$ cat src/rtl/sse_pkg.sv
// Shared types and constants for the sparse small-entry drop block.
`default_nettype none

package sse_pkg;

  localparam int unsigned RowW  = 16;
  localparam int unsigned ColW  = 16;
  localparam int unsigned NColW = 17;
  localparam int unsigned PosW  = 21;
  localparam int unsigned ValW  = 32;
  localparam int unsigned TolW  = 31;
  localparam int unsigned SqW   = 63;
  localparam int unsigned AddrW = 4;

  localparam int unsigned MAX_DIM     = 65536;
  localparam int unsigned MAX_ENTRIES = 1048576;

  // Stream actions
  localparam logic [1:0] ACT_COLUMN = 2'd0;
  localparam logic [1:0] ACT_ENTRY  = 2'd1;
  localparam logic [1:0] ACT_FINISH = 2'd2;

  // Symmetry modes
  localparam logic [1:0] SYM_UPPER = 2'd1;
  localparam logic [1:0] SYM_LOWER = 2'd2;

  // Register indexes
  localparam logic [1:0] REG_TOLERANCE = 2'd0;
  localparam logic [1:0] REG_SYMMETRY  = 2'd1;
  localparam logic [1:0] REG_COMPLEX   = 2'd2;

  // Result kinds
  localparam logic KIND_POINTER = 1'b0;
  localparam logic KIND_ENTRY   = 1'b1;

  typedef struct packed {
    logic [TolW-1:0] tolerance;
    logic [1:0]      sym_mode;
    logic            complex_mode;
  } cfg_t;

  typedef struct packed {
    logic            entry;
    logic            finish;
    logic [RowW-1:0] row;
    logic [ValW-1:0] re;
    logic [ValW-1:0] im;
    logic [ValW-1:0] mag_re;
    logic [ValW-1:0] mag_im;
  } s1_t;

  typedef struct packed {
    logic            entry;
    logic            finish;
    logic [RowW-1:0] row;
    logic [ValW-1:0] re;
    logic [ValW-1:0] im;
    logic            real_drop;
    logic [SqW-1:0]  sq_re;
    logic [SqW-1:0]  sq_im;
  } s2_t;

endpackage

`default_nettype wire

$ cat src/rtl/sse_square.sv
// Square stage: squares of both magnitudes and the real-mode tolerance compare.
`default_nettype none

module sse_square (
  input  wire logic          clk_i,
  input  wire logic          rst_ni,
  input  wire sse_pkg::cfg_t cfg_i,
  input  wire logic          s1_valid_i,
  output logic               s1_ready_o,
  input  wire sse_pkg::s1_t  s1_i,
  output logic               s2_valid_o,
  input  wire logic          s2_ready_i,
  output sse_pkg::s2_t       s2_o
);

  logic         s2_valid_q;
  sse_pkg::s2_t s2_q;
  logic [2*sse_pkg::ValW-1:0] prod_re, prod_im;

  assign s1_ready_o = !s2_valid_q || s2_ready_i;

  assign prod_re = {{sse_pkg::ValW{1'b0}}, s1_i.mag_re} * {{sse_pkg::ValW{1'b0}}, s1_i.mag_re};
  assign prod_im = {{sse_pkg::ValW{1'b0}}, s1_i.mag_im} * {{sse_pkg::ValW{1'b0}}, s1_i.mag_im};

  always_ff @(posedge clk_i or negedge rst_ni) begin
    if (!rst_ni) begin
      s2_valid_q <= 1'b0;
    end else if (s1_ready_o) begin
      s2_valid_q <= s1_valid_i;
    end
  end

  always_ff @(posedge clk_i) begin
    if (s1_ready_o && s1_valid_i) begin
      s2_q.entry     <= s1_i.entry;
      s2_q.finish    <= s1_i.finish;
      s2_q.row       <= s1_i.row;
      s2_q.re        <= s1_i.re;
      s2_q.im        <= s1_i.im;
      s2_q.real_drop <= (s1_i.mag_re <= {1'b0, cfg_i.tolerance});
      s2_q.sq_re     <= prod_re[sse_pkg::SqW-1:0];
      s2_q.sq_im     <= prod_im[sse_pkg::SqW-1:0];
    end
  end

  assign s2_valid_o = s2_valid_q;
  assign s2_o       = s2_q;

endmodule

`default_nettype wire

$ cat config.mk
export PLATFORM = sky130hd
export DESIGN_NAME = sse_square
export DESIGN_NICKNAME = d
export VERILOG_FILES = /design/src/rtl/sse_pkg.sv /design/src/rtl/sse_square.sv
export SDC_FILE = /design/constraint.sdc
export NUM_CORES = 2
export LEC_CHECK = 0
export BUFFER_PORTS_ARGS = -buffer_cell sky130_fd_sc_hd__buf_4
export CELL_PAD_IN_SITES_DETAIL_PLACEMENT = 1
export CELL_PAD_IN_SITES_GLOBAL_PLACEMENT = 2
export CORE_MARGIN = 1.5
export CORE_UTILIZATION = 34
export DETAILED_ROUTE_END_ITERATION = 16
export PLACE_DENSITY = 0.75
export SLEW_MARGIN = 20
export SYNTH_ARGS = -nofsm -noshare
export SYNTH_HDL_FRONTEND = slang
export SYNTH_SLANG_ARGS = --single-unit
$ cat constraint.sdc
create_clock -name clk_i -period 14.1 [get_ports clk_i]
set_clock_uncertainty 0.1 [all_clocks]
set_input_delay 4.23 -clock clk_i [delete_from_list [all_inputs] [get_ports clk_i]]
set_output_delay 4.23 -clock clk_i [all_outputs]
set_load 0.1 [all_outputs]
==> results.cfg <==
[global_route]
overflow = 0
grt_max_degree = 75
grt_pass1_vias = 52900
antenna_found_initial = 9
grt_usage = 0.211
grt_first_pass_wirelength_mm = 315

[synth]
ys_seq_area_frac = 0.0950
synth-xor-area-share = 0.0268
synth.area.mux_share = 0.000952
synth-async-reset-ratio = 0.00481
yosys.area_share.simple = 0.0995
synth.avg_cell_area_um2 = 9.88
synth_ff_type = edfxtp_1
synthDistinctLibCells = 77
syn-instance-count = 6645
syn_area_um2 = 65700
synth-compound-area-share = 0.0515
yosys-top-cells-area = fa_1 48%, ha_1 12%, inv_1 11%
synth_top_area_cell = fa_1
yosys_warnings = 0
synth-adder-area-share = 0.600
synth_top_family_by_area = adder cells
yosysMostFrequentCell = inv_1
synth.top_cell.area_share = 0.484
ys_top_cells_by_count = 1952 x inv_1, 1588 x fa_1, 611 x ha_1, 556 x nand2_1, 466 x and2_1
ys_seq_elements = 208
synth_edf_count = 207

[hold_path]
min_path_cells = 2
min_path_type = flip-flop to flip-flop
holdPathEnd = s2_valid_o$_DFFE_PN0N_
hold_start = s2_valid_o$_DFFE_PN0N_

[placed_design]
gp_congestion = 0.873
portBuffers = 389
hpwl_mm = 162

[critical_path]
r2r_cells = 4
path_max_fanout = 24
crit_path_start_kind = primary input
required_ns = 14.37
worstReg2RegStart = s2_valid_o$_DFFE_PN0N_
rr_endpoint = s2_o[164]$_DFFE_PP_
critPathCaptureType = flip-flop
worstSetupPathType = primary input to flip-flop
arrival_ns = 12.91
rrSetupSlack_ns = 10.90

[run]
max-cap-violations = 0

[timing]
max_freq_mhz = 79.1
min_period_over_period = 0.896
maxSlewViolCount = 0
hold_viol = 0
relSlewSlack = 0.317
setup_viol = 0
period_needed_ns = 12.63
rsz0062_at_grt = false
setup_tns_ns = 0
tightest_slew_ns = 1.02

[die]
start_util = 0.342
core_um2 = 192000
die_h_um = 443
die_area_um2 = 196000
fp-row-count = 161
pin_count = 395
fp.dieW_um = 443

[layout]
area_delta_synth_final_pct = 9.83
nFillCells = 21800
drive_gt1_frac = 0.0759
finalNetCount = 9237

[drt]
drtPass1Iterations = 5
vias = 45000
drc = 0
drtAntennaViolNets = 0
post_drt_wl_per_cell_um = 21.3
viasPerCell = 4.78
routed_wl_mm = 201
drt_iter0_markers = 1669

[clock_network]
clkLatencyLatePin_ns = 0.62
post-cts-setup-buffers = 0
cts_buffers = 34
cts_root_buffer = clkbuf_16
cts_resized = 0
clock-sinks = 208
path_clk_slew_ns = 0.06
cts_tree = yes
postCtsHoldBufs = 0
clk_path_buf_depth = 3
cts_htree_levels = 2

[status]
outcome = complete, no violations
cell usage in the layout, fill, tap and decap left out, types with 11 or more instances in the layout:
cell type	Yosys	routed
and2_1	466	465
nand2b_1	14	14
nor3_1	13	13
nand2_1	556	556
nor2_1	140	140
edfxtp_1	207	207
a31oi_1	21	21
buf_4	2	412
nor2b_1	29	29
a21o_1	81	81
o21a_1	19	19
xnor2_1	111	111
ha_1	611	611
o21ai_0	75	75
xor2_1	90	90
o21bai_1	37	37
nand3_1	26	26
a211oi_1	11	11
fa_1	1588	1588
a31o_2	23	23
clkbuf_16	0	34
nand4_1	31	31
a21oi_1	154	154
and3_1	17	17
inv_1	1952	1952
critical path, stage by stage:
cell and delay (ns):
buf_4 0.37, clkinv_1 0.60, nor2_1 0.46, fa_1 0.51, fa_1 0.56, inv_1 0.06
fa_1 0.47, fa_1 0.55, inv_1 0.06, fa_1 0.47, fa_1 0.43, fa_1 0.44
fa_1 0.40, ha_1 0.30, buf_4 0.18, a21oi_1 0.51, o21ai_0 0.34, a211oi_1 0.37
nand3b_1 0.15, o21ai_2 0.55, o21a_1 0.36, o31ai_1 0.18, o221ai_1 0.23, xnor2_1 0.10
sequential cells by signal, indices dropped and copies added (netlist names):
signal and flops:
s2_valid_o 1, s2_o 207
layout make-up:
class,count,area (µm²),share of cell area
Antenna cell,5,12.5,0.000173
Tap cell,2526,3160,0.0438
Timing Repair Buffer,412,3090,0.0429
Multi-Input combinational cell,4242,51200,0.709
Sequential cell,208,6240,0.0865
Clock buffer,44,928,0.0129
Clock inverter,16,181,0.00251
Inverter,1956,7340,0.102
worst max-delay path by stage:
| stage | depth (start not counted) | from | slack, ns | end |
|---|---|---|---|---|
| after detailed placement | 26 | s1_i[9] | 0.98 | s2_o[57]$_DFFE_PP_ |
| after global routing | 26 | s1_i[9] | 1.17 | s2_o[57]$_DFFE_PP_ |
| after global placement | 26 | s1_i[9] | 1.07 | s2_o[59]$_DFFE_PP_ |
| after floorplan | 26 | s1_i[2] | 2.70 | s2_o[57]$_DFFE_PP_ |
| final | 24 | s1_i[9] | 1.47 | s2_o[60]$_DFFE_PP_ |
| after CTS | 26 | s1_i[9] | 1.67 | s2_o[57]$_DFFE_PP_ |
stage by stage:
stage                     worst slack [ns]  hold WS [ns]  instances  instance area (µm²)  utilization
final                                 1.47         0.456       9409                72100        0.375
after global routing                  1.17         0.497       9405                72100        0.375
after CTS                             1.67         0.454       9404                72100        0.375
after detailed placement             0.982         0.441       9344                71000        0.370
after global placement                1.07         0.422       9344                71000        0.370
after floorplan                       2.70          1.68       6646                65700            -
routing by layer:
layer  global-route usage  part of all wire  vias up
met4               0.0515             0.026        0
met5                    0                 0        -
met3               0.0303             0.044      191
met1                0.274              0.43    23900
met2                0.368              0.50      863
li1                     -                 -    20000
cell families after synthesis:
| family | after synthesis |
|---|---|
| AOI/OAI and AO/OA | 510 |
| other | 1 |
| and+or+nand+nor | 1324 |
| DFF | 208 |
| adders and majority gates | 2199 |
| buffers and inverters | 2196 |
| muxes | 6 |
| xor gates and xnor gates | 201 |
Power is not shown: default switching activity piles up to over one toggle a cycle in this logic, so the estimate is an artifact.
