$ cat config.mk
export PLATFORM = sky130hd
export DESIGN_NAME = sse_front
export DESIGN_NICKNAME = d
export VERILOG_FILES = /design/src/rtl/sse_pkg.sv /design/src/rtl/sse_front.sv
export SDC_FILE = /design/constraint.sdc
export NUM_CORES = 1
export LEC_CHECK = 0
export ABC_AREA = 1
export BUFFER_PORTS_ARGS = -buffer_cell sky130_fd_sc_hd__buf_2
export CAP_MARGIN = 20
export CORE_MARGIN = 5
export CORE_UTILIZATION = 35
export CTS_CLUSTER_DIAMETER = 50
export CTS_CLUSTER_SIZE = 16
export DETAILED_ROUTE_END_ITERATION = 8
export GPL_TIMING_DRIVEN = 1
export SYNTH_ARGS = -nofsm -noshare
export SYNTH_HDL_FRONTEND = slang
export SYNTH_SLANG_ARGS = --single-unit
$ cat constraint.sdc
create_clock -name clk_i -period 4.6 [get_ports clk_i]
set_clock_uncertainty 0.1 [all_clocks]
set_input_delay 0.23 -clock clk_i [delete_from_list [all_inputs] [get_ports clk_i]]
set_output_delay 0.23 -clock clk_i [all_outputs]
set_load 0.02 [all_outputs]
$ cat src/rtl/sse_pkg.sv
// Shared types and constants for the sparse small-entry drop block.
`default_nettype none

package sse_pkg;

  localparam int unsigned RowW  = 16;
  localparam int unsigned ColW  = 16;
  localparam int unsigned NColW = 17;
  localparam int unsigned PosW  = 21;
  localparam int unsigned ValW  = 32;
  localparam int unsigned TolW  = 31;
  localparam int unsigned SqW   = 63;
  localparam int unsigned AddrW = 4;

  localparam int unsigned MAX_DIM     = 65536;
  localparam int unsigned MAX_ENTRIES = 1048576;

  // Stream actions
  localparam logic [1:0] ACT_COLUMN = 2'd0;
  localparam logic [1:0] ACT_ENTRY  = 2'd1;
  localparam logic [1:0] ACT_FINISH = 2'd2;

  // Symmetry modes
  localparam logic [1:0] SYM_UPPER = 2'd1;
  localparam logic [1:0] SYM_LOWER = 2'd2;

  // Register indexes
  localparam logic [1:0] REG_TOLERANCE = 2'd0;
  localparam logic [1:0] REG_SYMMETRY  = 2'd1;
  localparam logic [1:0] REG_COMPLEX   = 2'd2;

  // Result kinds
  localparam logic KIND_POINTER = 1'b0;
  localparam logic KIND_ENTRY   = 1'b1;

  typedef struct packed {
    logic [TolW-1:0] tolerance;
    logic [1:0]      sym_mode;
    logic            complex_mode;
  } cfg_t;

  typedef struct packed {
    logic            entry;
    logic            finish;
    logic [RowW-1:0] row;
    logic [ValW-1:0] re;
    logic [ValW-1:0] im;
    logic [ValW-1:0] mag_re;
    logic [ValW-1:0] mag_im;
  } s1_t;

  typedef struct packed {
    logic            entry;
    logic            finish;
    logic [RowW-1:0] row;
    logic [ValW-1:0] re;
    logic [ValW-1:0] im;
    logic            real_drop;
    logic [SqW-1:0]  sq_re;
    logic [SqW-1:0]  sq_im;
  } s2_t;

endpackage

`default_nettype wire

$ cat src/rtl/sse_front.sv
// Input stage: column tracking, symmetry filter and magnitude of each entry.
`default_nettype none

module sse_front (
  input  wire logic                       clk_i,
  input  wire logic                       rst_ni,
  input  wire sse_pkg::cfg_t              cfg_i,
  input  wire logic                       in_valid_i,
  output logic                            in_ready_o,
  input  wire logic [1:0]                 action_i,
  input  wire logic [sse_pkg::RowW-1:0]   row_index_i,
  input  wire logic [sse_pkg::ValW-1:0]   value_re_i,
  input  wire logic [sse_pkg::ValW-1:0]   value_im_i,
  output logic                            s1_valid_o,
  input  wire logic                       s1_ready_i,
  output sse_pkg::s1_t                    s1_o
);

  logic [sse_pkg::NColW-1:0] next_col_q, next_col_d;
  logic [sse_pkg::ColW-1:0]  cur_col_q, cur_col_d;
  logic                      s1_valid_q, s1_valid_d;
  sse_pkg::s1_t              s1_q, s1_d;
  logic                      accept, is_entry, is_column, is_finish, sym_drop, load;

  assign in_ready_o = !s1_valid_q || s1_ready_i;
  assign accept     = in_valid_i && in_ready_o;
  assign is_entry   = (action_i == sse_pkg::ACT_ENTRY);
  assign is_column  = (action_i == sse_pkg::ACT_COLUMN);
  assign is_finish  = (action_i == sse_pkg::ACT_FINISH);

  always_comb begin
    sym_drop = 1'b0;
    if (is_entry) begin
      if (cfg_i.sym_mode == sse_pkg::SYM_UPPER) begin
        sym_drop = (row_index_i > cur_col_q);
      end else if (cfg_i.sym_mode == sse_pkg::SYM_LOWER) begin
        sym_drop = (row_index_i < cur_col_q);
      end
    end
  end

  // Action three and entries outside the kept triangle never enter the pipe.
  assign load = (is_column || is_finish || is_entry) && !sym_drop;

  always_comb begin
    next_col_d = next_col_q;
    cur_col_d  = cur_col_q;
    if (accept) begin
      if (is_column && (next_col_q < sse_pkg::NColW'(sse_pkg::MAX_DIM))) begin
        cur_col_d  = next_col_q[sse_pkg::ColW-1:0];
        next_col_d = next_col_q + sse_pkg::NColW'(1);
      end else if (is_finish) begin
        cur_col_d  = '0;
        next_col_d = '0;
      end
    end
  end

  always_comb begin
    s1_valid_d = s1_valid_q;
    s1_d       = s1_q;
    if (in_ready_o) begin
      s1_valid_d = accept && load;
    end
    if (accept && load) begin
      s1_d.entry  = is_entry;
      s1_d.finish = is_finish;
      s1_d.row    = row_index_i;
      s1_d.re     = value_re_i;
      s1_d.im     = value_im_i;
      s1_d.mag_re = value_re_i[sse_pkg::ValW-1] ? (~value_re_i + sse_pkg::ValW'(1))
                                                 : value_re_i;
      s1_d.mag_im = value_im_i[sse_pkg::ValW-1] ? (~value_im_i + sse_pkg::ValW'(1))
                                                 : value_im_i;
    end
  end

  always_ff @(posedge clk_i or negedge rst_ni) begin
    if (!rst_ni) begin
      next_col_q <= '0;
      cur_col_q  <= '0;
      s1_valid_q <= 1'b0;
    end else begin
      next_col_q <= next_col_d;
      cur_col_q  <= cur_col_d;
      s1_valid_q <= s1_valid_d;
    end
  end

  always_ff @(posedge clk_i) begin
    s1_q <= s1_d;
  end

  assign s1_valid_o = s1_valid_q;
  assign s1_o       = s1_q;

endmodule

`default_nettype wire

==> out/qor.yml <==
status: "finished, final reports clean"
min_period_ps: 3120
cellPowerDensity_nw_per_um2: 373
synth_edf_count: 144
initial_core_util_pct: 35.3
dieHeight_um: 160
post_cts_buffers: 0
drtPass1Iterations: 4
syn_area_um2: 7920
final_common_cell: "buf_2"
async_flop_share_pct: 19.1
path_class: "in2reg"
hold_viol_final: 0
yosysSeqAreaShare_pct: 65.3
crit_path_max_fanout: 64
hold_path_class: "in2reg"
critPathMaxStageDelay_ps: 600
layout-drive-gt1-share_pct: 26.7
syn_inst: 709
critPathSlowestCell: "clkinvlp_4"
rsz0062_at_grt: "no"
numPortBuffers: 235
grt_usage_pct: 15.8
num_rows: 55
pin_count: 268
grt_pass1_vias: 6144
insertion_delay_ps: 420
slew_viol_final: 0
cp.required_ps: 4640
numCtsBuffers: 17
worst_ir_drop_vdd_mv: 0.209
grt_max_degree: 65
r2r_end: "s1_o[87]"
ys_ff_latch: 178
reg2reg_from: "cur_col_q[15]"
leakage_uw: 0.00469
tightest_slew_ps: 830
cp.arrival_ps: 3160
yosysWarnings: 0
drcViolationCount: 0
fin_area_um2: 10800
finish.net_count: 1169
cts_max_path_buffers: 2
cts.sinks: 178
core_um2: 22400
cts-resized-gates: 0
die-area_um2: 25700
max_clock_freq_mhz: 321
grt_remaining_overflow: 0
antenna_found_initial: 0
finalHoldWorstSlack_ps: 34.4
grt_pass1_wl_um: 32500
ant_nets: 0
postCtsHoldBufs: 80
wl_um: 20600
mostFrequentLayoutCells: "buf_2, edfxtp_1, nand2_1, inv_1, dlygate4sd3_1"
placed_area_um2: 9430
post-route-period-util_pct: 67.8
fin_setup_tns_ps: 0
end_kind: "register"
viasPerCell: 4.58
fin_cells: 1328
cts_tree: "done"
ys_types: 30
critPathCapture: "s1_o[87]"
diodes: 0
avgSynthCellArea_um2: 11.2
synth_nets: 848
startpoint_type: "input port"
dp_hpwl_um: 14800
maxSlewHeadroom_pct: 44.5
htreeDepth: 4
syn2layout_area_growth_pct: 36.9
dp.cells: 1216
setup_viol: 0
r2r_slack_ps: 1600
drv_cap: 0
via_count: 6077
synth_flop_cell: "edfxtp_1"
p_total_uw: 4050
path_cells: "dlygate4sd3_1 > buf_2 > ha_1 > a21oi_1 > o21ai_0 > a21oi_1 > nand3_1 > nand3_1 > nand2_1 > nand2_1 > clkinvlp_4 > buf_12"
cp-startpoint: "row_index_i[15]"
reg2reg_depth: 11
dr.first_iter.drc_count: 409
clkTransAtPathRegs_ps: 80
wire_per_inst_um: 15.5
cts_root_buffer: "clkbuf_16"
place_congestion: 0.788
dieWidth_um: 160
-- through the flow --
step	utilization, %	setup slack [ps]
2_1_floorplan	-	696
3_3_place_gp	42.0	1590
3_5_place_dp	42.0	1550
4_1_cts	48.3	1490
5_1_grt	48.3	1290
6_report	48.3	1480
-- worst max-delay path: cells and delay by family --
family          cells  cell delay (ps)
simple gates        4              350
compound gates      3              460
fa+ha+maj           1              310
buf+inv             4             1730
-- layer usage --
metal | vias to the layer above | global-route usage (%) | part of all wire [%]
li1 | 3044 | - | -
met1 | 2843 | 19.8 | 43
met2 | 173 | 27.3 | 50
met3 | 17 | 3.90 | 5.0
met4 | 0 | 4.50 | 1.0
met5 | - | 0 | 0
-- cells in the mapped netlist, types with 2 or more instances --
| cell | number | area share [%] |
|---|---|---|
| a21oi_1 | 19 | 1.2 |
| a31oi_1 | 3 | 0.24 |
| buf_4 | 2 | 0.19 |
| clkbuf_1 | 12 | 0.57 |
| dfrtp_1 | 34 | 11 |
| edfxtp_1 | 144 | 55 |
| ha_1 | 19 | 3.0 |
| inv_1 | 96 | 4.5 |
| inv_2 | 4 | 0.19 |
| nand2_1 | 98 | 4.6 |
| nand3_1 | 50 | 3.2 |
| nand4_1 | 15 | 1.2 |
| nor2_1 | 73 | 3.5 |
| nor2_2 | 2 | 0.16 |
| nor3_1 | 17 | 1.1 |
| nor4_1 | 2 | 0.16 |
| o21ai_0 | 48 | 3.0 |
| o31ai_1 | 2 | 0.19 |
| xnor2_1 | 17 | 1.9 |
| xor2_1 | 42 | 4.6 |
-- area by class of cell --
type                       count  area (um2)
clock buffer                  19         433
tap                          285         357
clock inverter                13         175
inverter                     100         379
fill                        2058       11600
timing repair buffer         317        2020
multi-input combinational    416        2310
sequential                   178        5170
-- cell families (layout without fill, tap and decap cells) --
kind of cell | Yosys count | after routing | synth area share [%]
AOI/OAI and AO/OA | 79 | 79 | 5.42
buffers and inverters | 115 | 449 | 5.56
xor gates and xnor gates | 59 | 59 | 6.52
adders and majority gates | 19 | 19 | 3.00
DFF | 178 | 178 | 65.3
and+or+nand+nor | 259 | 259 | 14.2
-- worst min path at each step --
stage | from | endpoint | slack (ps) | cells after the start
final | action_i[1] | s1_o[145] | 30 | 2
after global routing | action_i[1] | s1_o[145] | 10 | 2
after CTS | action_i[1] | s1_o[145] | 10 | 2
after detailed placement | rst_ni | cur_col_q[0] | 260 | 1
after global placement | rst_ni | cur_col_q[0] | 270 | 1
after floorplan | rst_ni | cur_col_q[0] | -170 | 0
-- sequential cells by signal (all words and copies together) (netlist names) --
signal and flops:
cur_col_q 16, s1_o 144, next_col_q 17, s1_valid_o 1
-- report_power, final --
group	internal, uW	leakage, uW	switching, uW
sequential	1890	0.00183	41.1
combinational	210	0.00258	387
clock	867	0.000292	652
total	2970	0.00469	1080
(Power assumes the default switching activity.)
