### config.mk
export PLATFORM = sky130hd
export DESIGN_NAME = sse_back
export DESIGN_NICKNAME = d
export VERILOG_FILES = /design/src/rtl/sse_pkg.sv /design/src/rtl/sse_back.sv
export SDC_FILE = /design/constraint.sdc
export NUM_CORES = 2
export LEC_CHECK = 0
export ABC_AREA = 1
export BUFFER_PORTS_ARGS = -buffer_cell sky130_fd_sc_hd__buf_2
export CAP_MARGIN = 20
export CORE_ASPECT_RATIO = 0.8
export CORE_UTILIZATION = 57
export DETAILED_ROUTE_END_ITERATION = 8
export HOLD_SLACK_MARGIN = 0.05
export PLACE_DENSITY_LB_ADDON = 0.25
export SLEW_MARGIN = 20
export SYNTH_ARGS = -nofsm -noshare
export SYNTH_HDL_FRONTEND = slang
export SYNTH_SLANG_ARGS = --single-unit
### constraint.sdc
create_clock -name clk_i -period 7.93 [get_ports clk_i]
set_input_delay 1.1895 -clock clk_i [delete_from_list [all_inputs] [get_ports clk_i]]
set_output_delay 1.1895 -clock clk_i [all_outputs]
set_load 0.05 [all_outputs]
### src/rtl/sse_pkg.sv
// Shared types and constants for the sparse small-entry drop block.
`default_nettype none

package sse_pkg;

  localparam int unsigned RowW  = 16;
  localparam int unsigned ColW  = 16;
  localparam int unsigned NColW = 17;
  localparam int unsigned PosW  = 21;
  localparam int unsigned ValW  = 32;
  localparam int unsigned TolW  = 31;
  localparam int unsigned SqW   = 63;
  localparam int unsigned AddrW = 4;

  localparam int unsigned MAX_DIM     = 65536;
  localparam int unsigned MAX_ENTRIES = 1048576;

  // Stream actions
  localparam logic [1:0] ACT_COLUMN = 2'd0;
  localparam logic [1:0] ACT_ENTRY  = 2'd1;
  localparam logic [1:0] ACT_FINISH = 2'd2;

  // Symmetry modes
  localparam logic [1:0] SYM_UPPER = 2'd1;
  localparam logic [1:0] SYM_LOWER = 2'd2;

  // Register indexes
  localparam logic [1:0] REG_TOLERANCE = 2'd0;
  localparam logic [1:0] REG_SYMMETRY  = 2'd1;
  localparam logic [1:0] REG_COMPLEX   = 2'd2;

  // Result kinds
  localparam logic KIND_POINTER = 1'b0;
  localparam logic KIND_ENTRY   = 1'b1;

  typedef struct packed {
    logic [TolW-1:0] tolerance;
    logic [1:0]      sym_mode;
    logic            complex_mode;
  } cfg_t;

  typedef struct packed {
    logic            entry;
    logic            finish;
    logic [RowW-1:0] row;
    logic [ValW-1:0] re;
    logic [ValW-1:0] im;
    logic [ValW-1:0] mag_re;
    logic [ValW-1:0] mag_im;
  } s1_t;

  typedef struct packed {
    logic            entry;
    logic            finish;
    logic [RowW-1:0] row;
    logic [ValW-1:0] re;
    logic [ValW-1:0] im;
    logic            real_drop;
    logic [SqW-1:0]  sq_re;
    logic [SqW-1:0]  sq_im;
  } s2_t;

endpackage

`default_nettype wire

### src/rtl/sse_back.sv
// Result stage: magnitude decision, kept-entry counter and result register.
`default_nettype none

module sse_back (
  input  wire logic                     clk_i,
  input  wire logic                     rst_ni,
  input  wire sse_pkg::cfg_t            cfg_i,
  input  wire logic                     s2_valid_i,
  output logic                          s2_ready_o,
  input  wire sse_pkg::s2_t             s2_i,
  output logic                          out_valid_o,
  input  wire logic                     out_ready_i,
  output logic                          result_kind_o,
  output logic [sse_pkg::PosW-1:0]      position_o,
  output logic [sse_pkg::RowW-1:0]      row_out_o,
  output logic [sse_pkg::ValW-1:0]      re_out_o,
  output logic [sse_pkg::ValW-1:0]      im_out_o
);

  localparam int unsigned TolSqW = 2 * sse_pkg::TolW;
  localparam int unsigned SumW   = sse_pkg::SqW + 1;

  logic [TolSqW-1:0]       tol_sq_q;
  logic [sse_pkg::PosW-1:0] kept_q, kept_d;
  logic                    out_valid_q, out_valid_d;
  logic                    kind_q;
  logic [sse_pkg::PosW-1:0] pos_q;
  logic [sse_pkg::RowW-1:0] row_q;
  logic [sse_pkg::ValW-1:0] re_q, im_q;
  logic [SumW-1:0]         sq_sum;
  logic                    fire, drop, room, keep, has_result;

  assign s2_ready_o = !out_valid_q || out_ready_i;
  assign fire       = s2_valid_i && s2_ready_o;

  assign sq_sum = {1'b0, s2_i.sq_re} + {1'b0, s2_i.sq_im};
  assign drop   = cfg_i.complex_mode ? (sq_sum <= {{(SumW-TolSqW){1'b0}}, tol_sq_q})
                                     : s2_i.real_drop;
  assign room       = (kept_q < sse_pkg::PosW'(sse_pkg::MAX_ENTRIES));
  assign keep       = s2_i.entry && !drop && room;
  assign has_result = !s2_i.entry || keep;

  always_comb begin
    kept_d      = kept_q;
    out_valid_d = out_valid_q && !out_ready_i;
    if (fire) begin
      out_valid_d = has_result;
      if (s2_i.finish) begin
        kept_d = '0;
      end else if (keep) begin
        kept_d = kept_q + sse_pkg::PosW'(1);
      end
    end
  end

  always_ff @(posedge clk_i or negedge rst_ni) begin
    if (!rst_ni) begin
      tol_sq_q    <= '0;
      kept_q      <= '0;
      out_valid_q <= 1'b0;
    end else begin
      tol_sq_q    <= {{sse_pkg::TolW{1'b0}}, cfg_i.tolerance}
                   * {{sse_pkg::TolW{1'b0}}, cfg_i.tolerance};
      kept_q      <= kept_d;
      out_valid_q <= out_valid_d;
    end
  end

  always_ff @(posedge clk_i) begin
    if (fire && has_result) begin
      pos_q <= kept_q;
      if (s2_i.entry) begin
        kind_q <= sse_pkg::KIND_ENTRY;
        row_q  <= s2_i.row;
        re_q   <= s2_i.re;
        im_q   <= cfg_i.complex_mode ? s2_i.im : '0;
      end else begin
        kind_q <= sse_pkg::KIND_POINTER;
        row_q  <= '0;
        re_q   <= '0;
        im_q   <= '0;
      end
    end
  end

  assign out_valid_o   = out_valid_q;
  assign result_kind_o = kind_q;
  assign position_o    = pos_q;
  assign row_out_o     = row_q;
  assign re_out_o      = re_q;
  assign im_out_o      = im_q;

  a_kept_bound: assert property (@(posedge clk_i) disable iff (!rst_ni)
    kept_q <= sse_pkg::PosW'(sse_pkg::MAX_ENTRIES))
    else $error("kept count beyond entry storage");

  a_keep_slot: assert property (@(posedge clk_i) disable iff (!rst_ni)
    (fire && keep) |=> (kind_q == sse_pkg::KIND_ENTRY) && (kept_q == pos_q + sse_pkg::PosW'(1)))
    else $error("kept entry slot does not match counter");

  a_finish_clear: assert property (@(posedge clk_i) disable iff (!rst_ni)
    (fire && s2_i.finish) |=> (kept_q == '0) && out_valid_q)
    else $error("finish did not clear count or emit pointer");

endmodule

`default_nettype wire

==> flow_metrics.tcl <==
set metrics [dict create \
    status "finished clean" \
    vias 31600 \
    crit_path_end_kind "flip-flop" \
    critPathLaunchType "primary input" \
    initial_core_util 0.578 \
    ios 351 \
    ys_seq_area_frac 0.128 \
    ant_nets 0 \
    clk_latency_ns 0.47 \
    synth_compound_area_frac 0.0645 \
    muxShareOfSynthArea 0 \
    netlist_area_mm2 0.0400 \
    tns_ns 0 \
    slew_viol_final 0 \
    gr-total-overflow 0 \
    grt_pass1_vias 32000 \
    grt_pass1_wl_mm 163 \
    fin_skew_ns 0.0175 \
    drive_gt1_frac 0.123 \
    path_class "primary input to flip-flop" \
    synth_cell_types 50 \
    cts_tree "done" \
    clockBufferDepth 2 \
    port_buffers 348 \
    synth_fp_nets 6188 \
    avgSynthCellArea_um2 8.34 \
    first_iter_violations 2119 \
    synth_simple_gate_area_share 0.128 \
    max_freq_ghz 0.131 \
    dp_hpwl_mm 87.2 \
    synth_top_area_share 0.375 \
    final_common_cell "inv_1" \
    antenna_cells 0 \
    wl_met3_mm 8.51 \
    worstPathMaxFanout 7 \
    root_buffer "clkbuf_16" \
    route.final.wire_length_mm 99.0 \
    maxSlewHeadroom 0.403 \
    clock_sinks 185 \
    avgRoutedWirePerCell_um 15.9 \
    hp-class "flip-flop to flip-flop" \
    clk_pin_slew_ns 0.07 \
    grtUsageTotal 0.288 \
    hold_viol 0 \
    rsz0062_at_grt "false" \
    area_growth_pct 12.4 \
    layout.nets 6676 \
    worst_pin_slew_ns 0.893 \
    synth_top_family_by_area "adder cells" \
    h-tree-depth 4 \
    fin_crit_ns 7.63 \
    rrSetupSlack_ns 4.11 \
    multi_input_comb_area_mm2 0.0289 \
    critPathRequiredTime_ns 8.28 \
    synth_area_leaders "fa_1 (37%), inv_1 (14%), ha_1 (12%)" \
    cts_made_buffers 17 \
    drcViolationCount 0 \
    syn_inst 4797 \
    setup_viol 0 \
    yosys_register_bits 185 \
    final-seq-area_mm2 0.00514 \
    final_cell_mix "inv_1 (1479), nand2_1 (892), fa_1 (749)" \
    die_area_mm2 0.0713 \
    die_h_um 239 \
    synth_top_area_cell "fa_1" \
    synth-xor-area-share 0.0306 \
    vias_per_cell 5.07 \
    max-cap-violations 0 \
    hold_buffers 0 \
    rows 86 \
    design.core.area_mm2 0.0692 \
    gp_congestion 0.952 \
    die_w_um 298 \
    wl_met1_mm 45.6 \
    crit_arrival_ns 7.97 \
    synth_fa_ha_area_frac 0.498 \
    fill_cells 5891 \
    antenna_found_initial 2 \
    period_share 0.962 \
    top_layer "met5" \
    ys.warnings.count 0 \
    first_pass_iters 7 \
    wl_met2_mm 43.9 \
    grt_max_degree 73 \
]
==> stage by stage <==
stage / area, um2 / std cells / hold slack [ns] / utilization / setup slack, ns
6_report: 45000 / 6222 / 0.465 / 0.650 / 0.305
5_1_grt: 45000 / 6222 / 0.485 / 0.650 / 0.0217
4_1_cts: 45000 / 6222 / 0.466 / 0.650 / 0.297
3_5_place_dp: 44300 / 6190 / 0.436 / 0.641 / -0.200
3_3_place_gp: 44300 / 6190 / 0.428 / 0.641 / -0.114
2_1_floorplan: 40000 / 4797 / 0.425 / - / 0.107
==> sequential cells by signal, summed over array words and instances (netlist names) <==
| name | flops |
|---|---|
| kept_q | 21 |
| result_kind_o | 1 |
| row_out_o | 16 |
| out_valid_o | 1 |
| position_o | 21 |
| re_out_o | 32 |
| tol_sq_q | 61 |
| im_out_o | 32 |
==> layout make-up <==
cell class	instances	share of cell area
multi-input cells	3022	0.642
inverters	1479	0.123
flip-flops and latches	185	0.114
clock buffers	18	0.00954
well taps	924	0.0257
repair buffers	580	0.0803
clock inverters	14	0.00437
==> layer usage <==
layer / vias to the layer above / GRT usage
met5: - / 0
met4: 4 / 0.0378
met3: 85 / 0.0479
met2: 1223 / 0.451
met1: 15200 / 0.433
li1: 15100 / -
==> cells by family after synthesis <==
| kind of cell | Yosys count |
|---|---|
| DFF | 185 |
| buffers and inverters | 1590 |
| AOI/OAI and AO/OA | 449 |
| adders and majority gates | 1144 |
| xor gates and xnor gates | 140 |
| and+or+nand+nor | 1289 |
==> path summary, 6_finish.rpt <==
| check | start | endpoint | cells past startpoint |
|---|---|---|---|
| setup / recovery | cfg_i[12] | tol_sq_q[57] | 27 |
| hold / removal | kept_q[20] | position_o[20] | 0 |
| setup reg to reg | tol_sq_q[15] | re_out_o[30] | 20 |
| hold reg to reg | kept_q[20] | position_o[20] | 0 |
| max in group asynchronous | rst_ni | tol_sq_q[10] | 2 |
| min in group asynchronous | rst_ni | kept_q[16] | 1 |
==> critical path, cell delays in order <==
cell and delay [ns]:
buf_2 0.20, buf_4 0.20, nand2_1 0.09, inv_1 0.07, fa_1 0.60, inv_1 0.08
fa_1 0.51, fa_1 0.46, fa_1 0.55, inv_1 0.08, fa_1 0.56, fa_1 0.43
fa_1 0.54, inv_1 0.07, fa_1 0.48, inv_1 0.04, ha_1 0.30, a21oi_1 0.14
inv_1 0.06, a31oi_1 0.17, inv_1 0.06, a21oi_1 0.21, o2111ai_2 0.24, a21o_1 0.23
and2_1 0.16, o21bai_1 0.14, nand2_1 0.08
==> timing repair <==
item | 4_1_cts | 5_1_grt
gates resized for setup | 0 | 12
endpoints found under the setup margin | 0 | 8
setup buffers | 0 | 0
==> cell usage after synthesis, drive strengths merged <==
master	instances
a211oi	5
a21boi	5
a21o	23
a21oi	217
a221oi	1
a31o	4
a31oi	37
a41oi	2
and2	3
and3	3
buf	14
clkbuf	97
dfrtp	83
edfxtp	102
fa	749
ha	395
inv	1479
nand2	905
nand3	65
nand3b	2
nand4	15
nor2	255
nor3	24
nor3b	2
nor4	10
o2111ai	2
o211ai	10
o21a	22
o21ai	93
o21bai	18
o221ai	2
o22ai	1
o311ai	1
o31a	1
o31ai	5
or2	5
xnor2	51
xor2	89
Power is left out: the tool's default activity adds up to more than one toggle a clock period on the data nets, which glitch-free logic cannot reach.
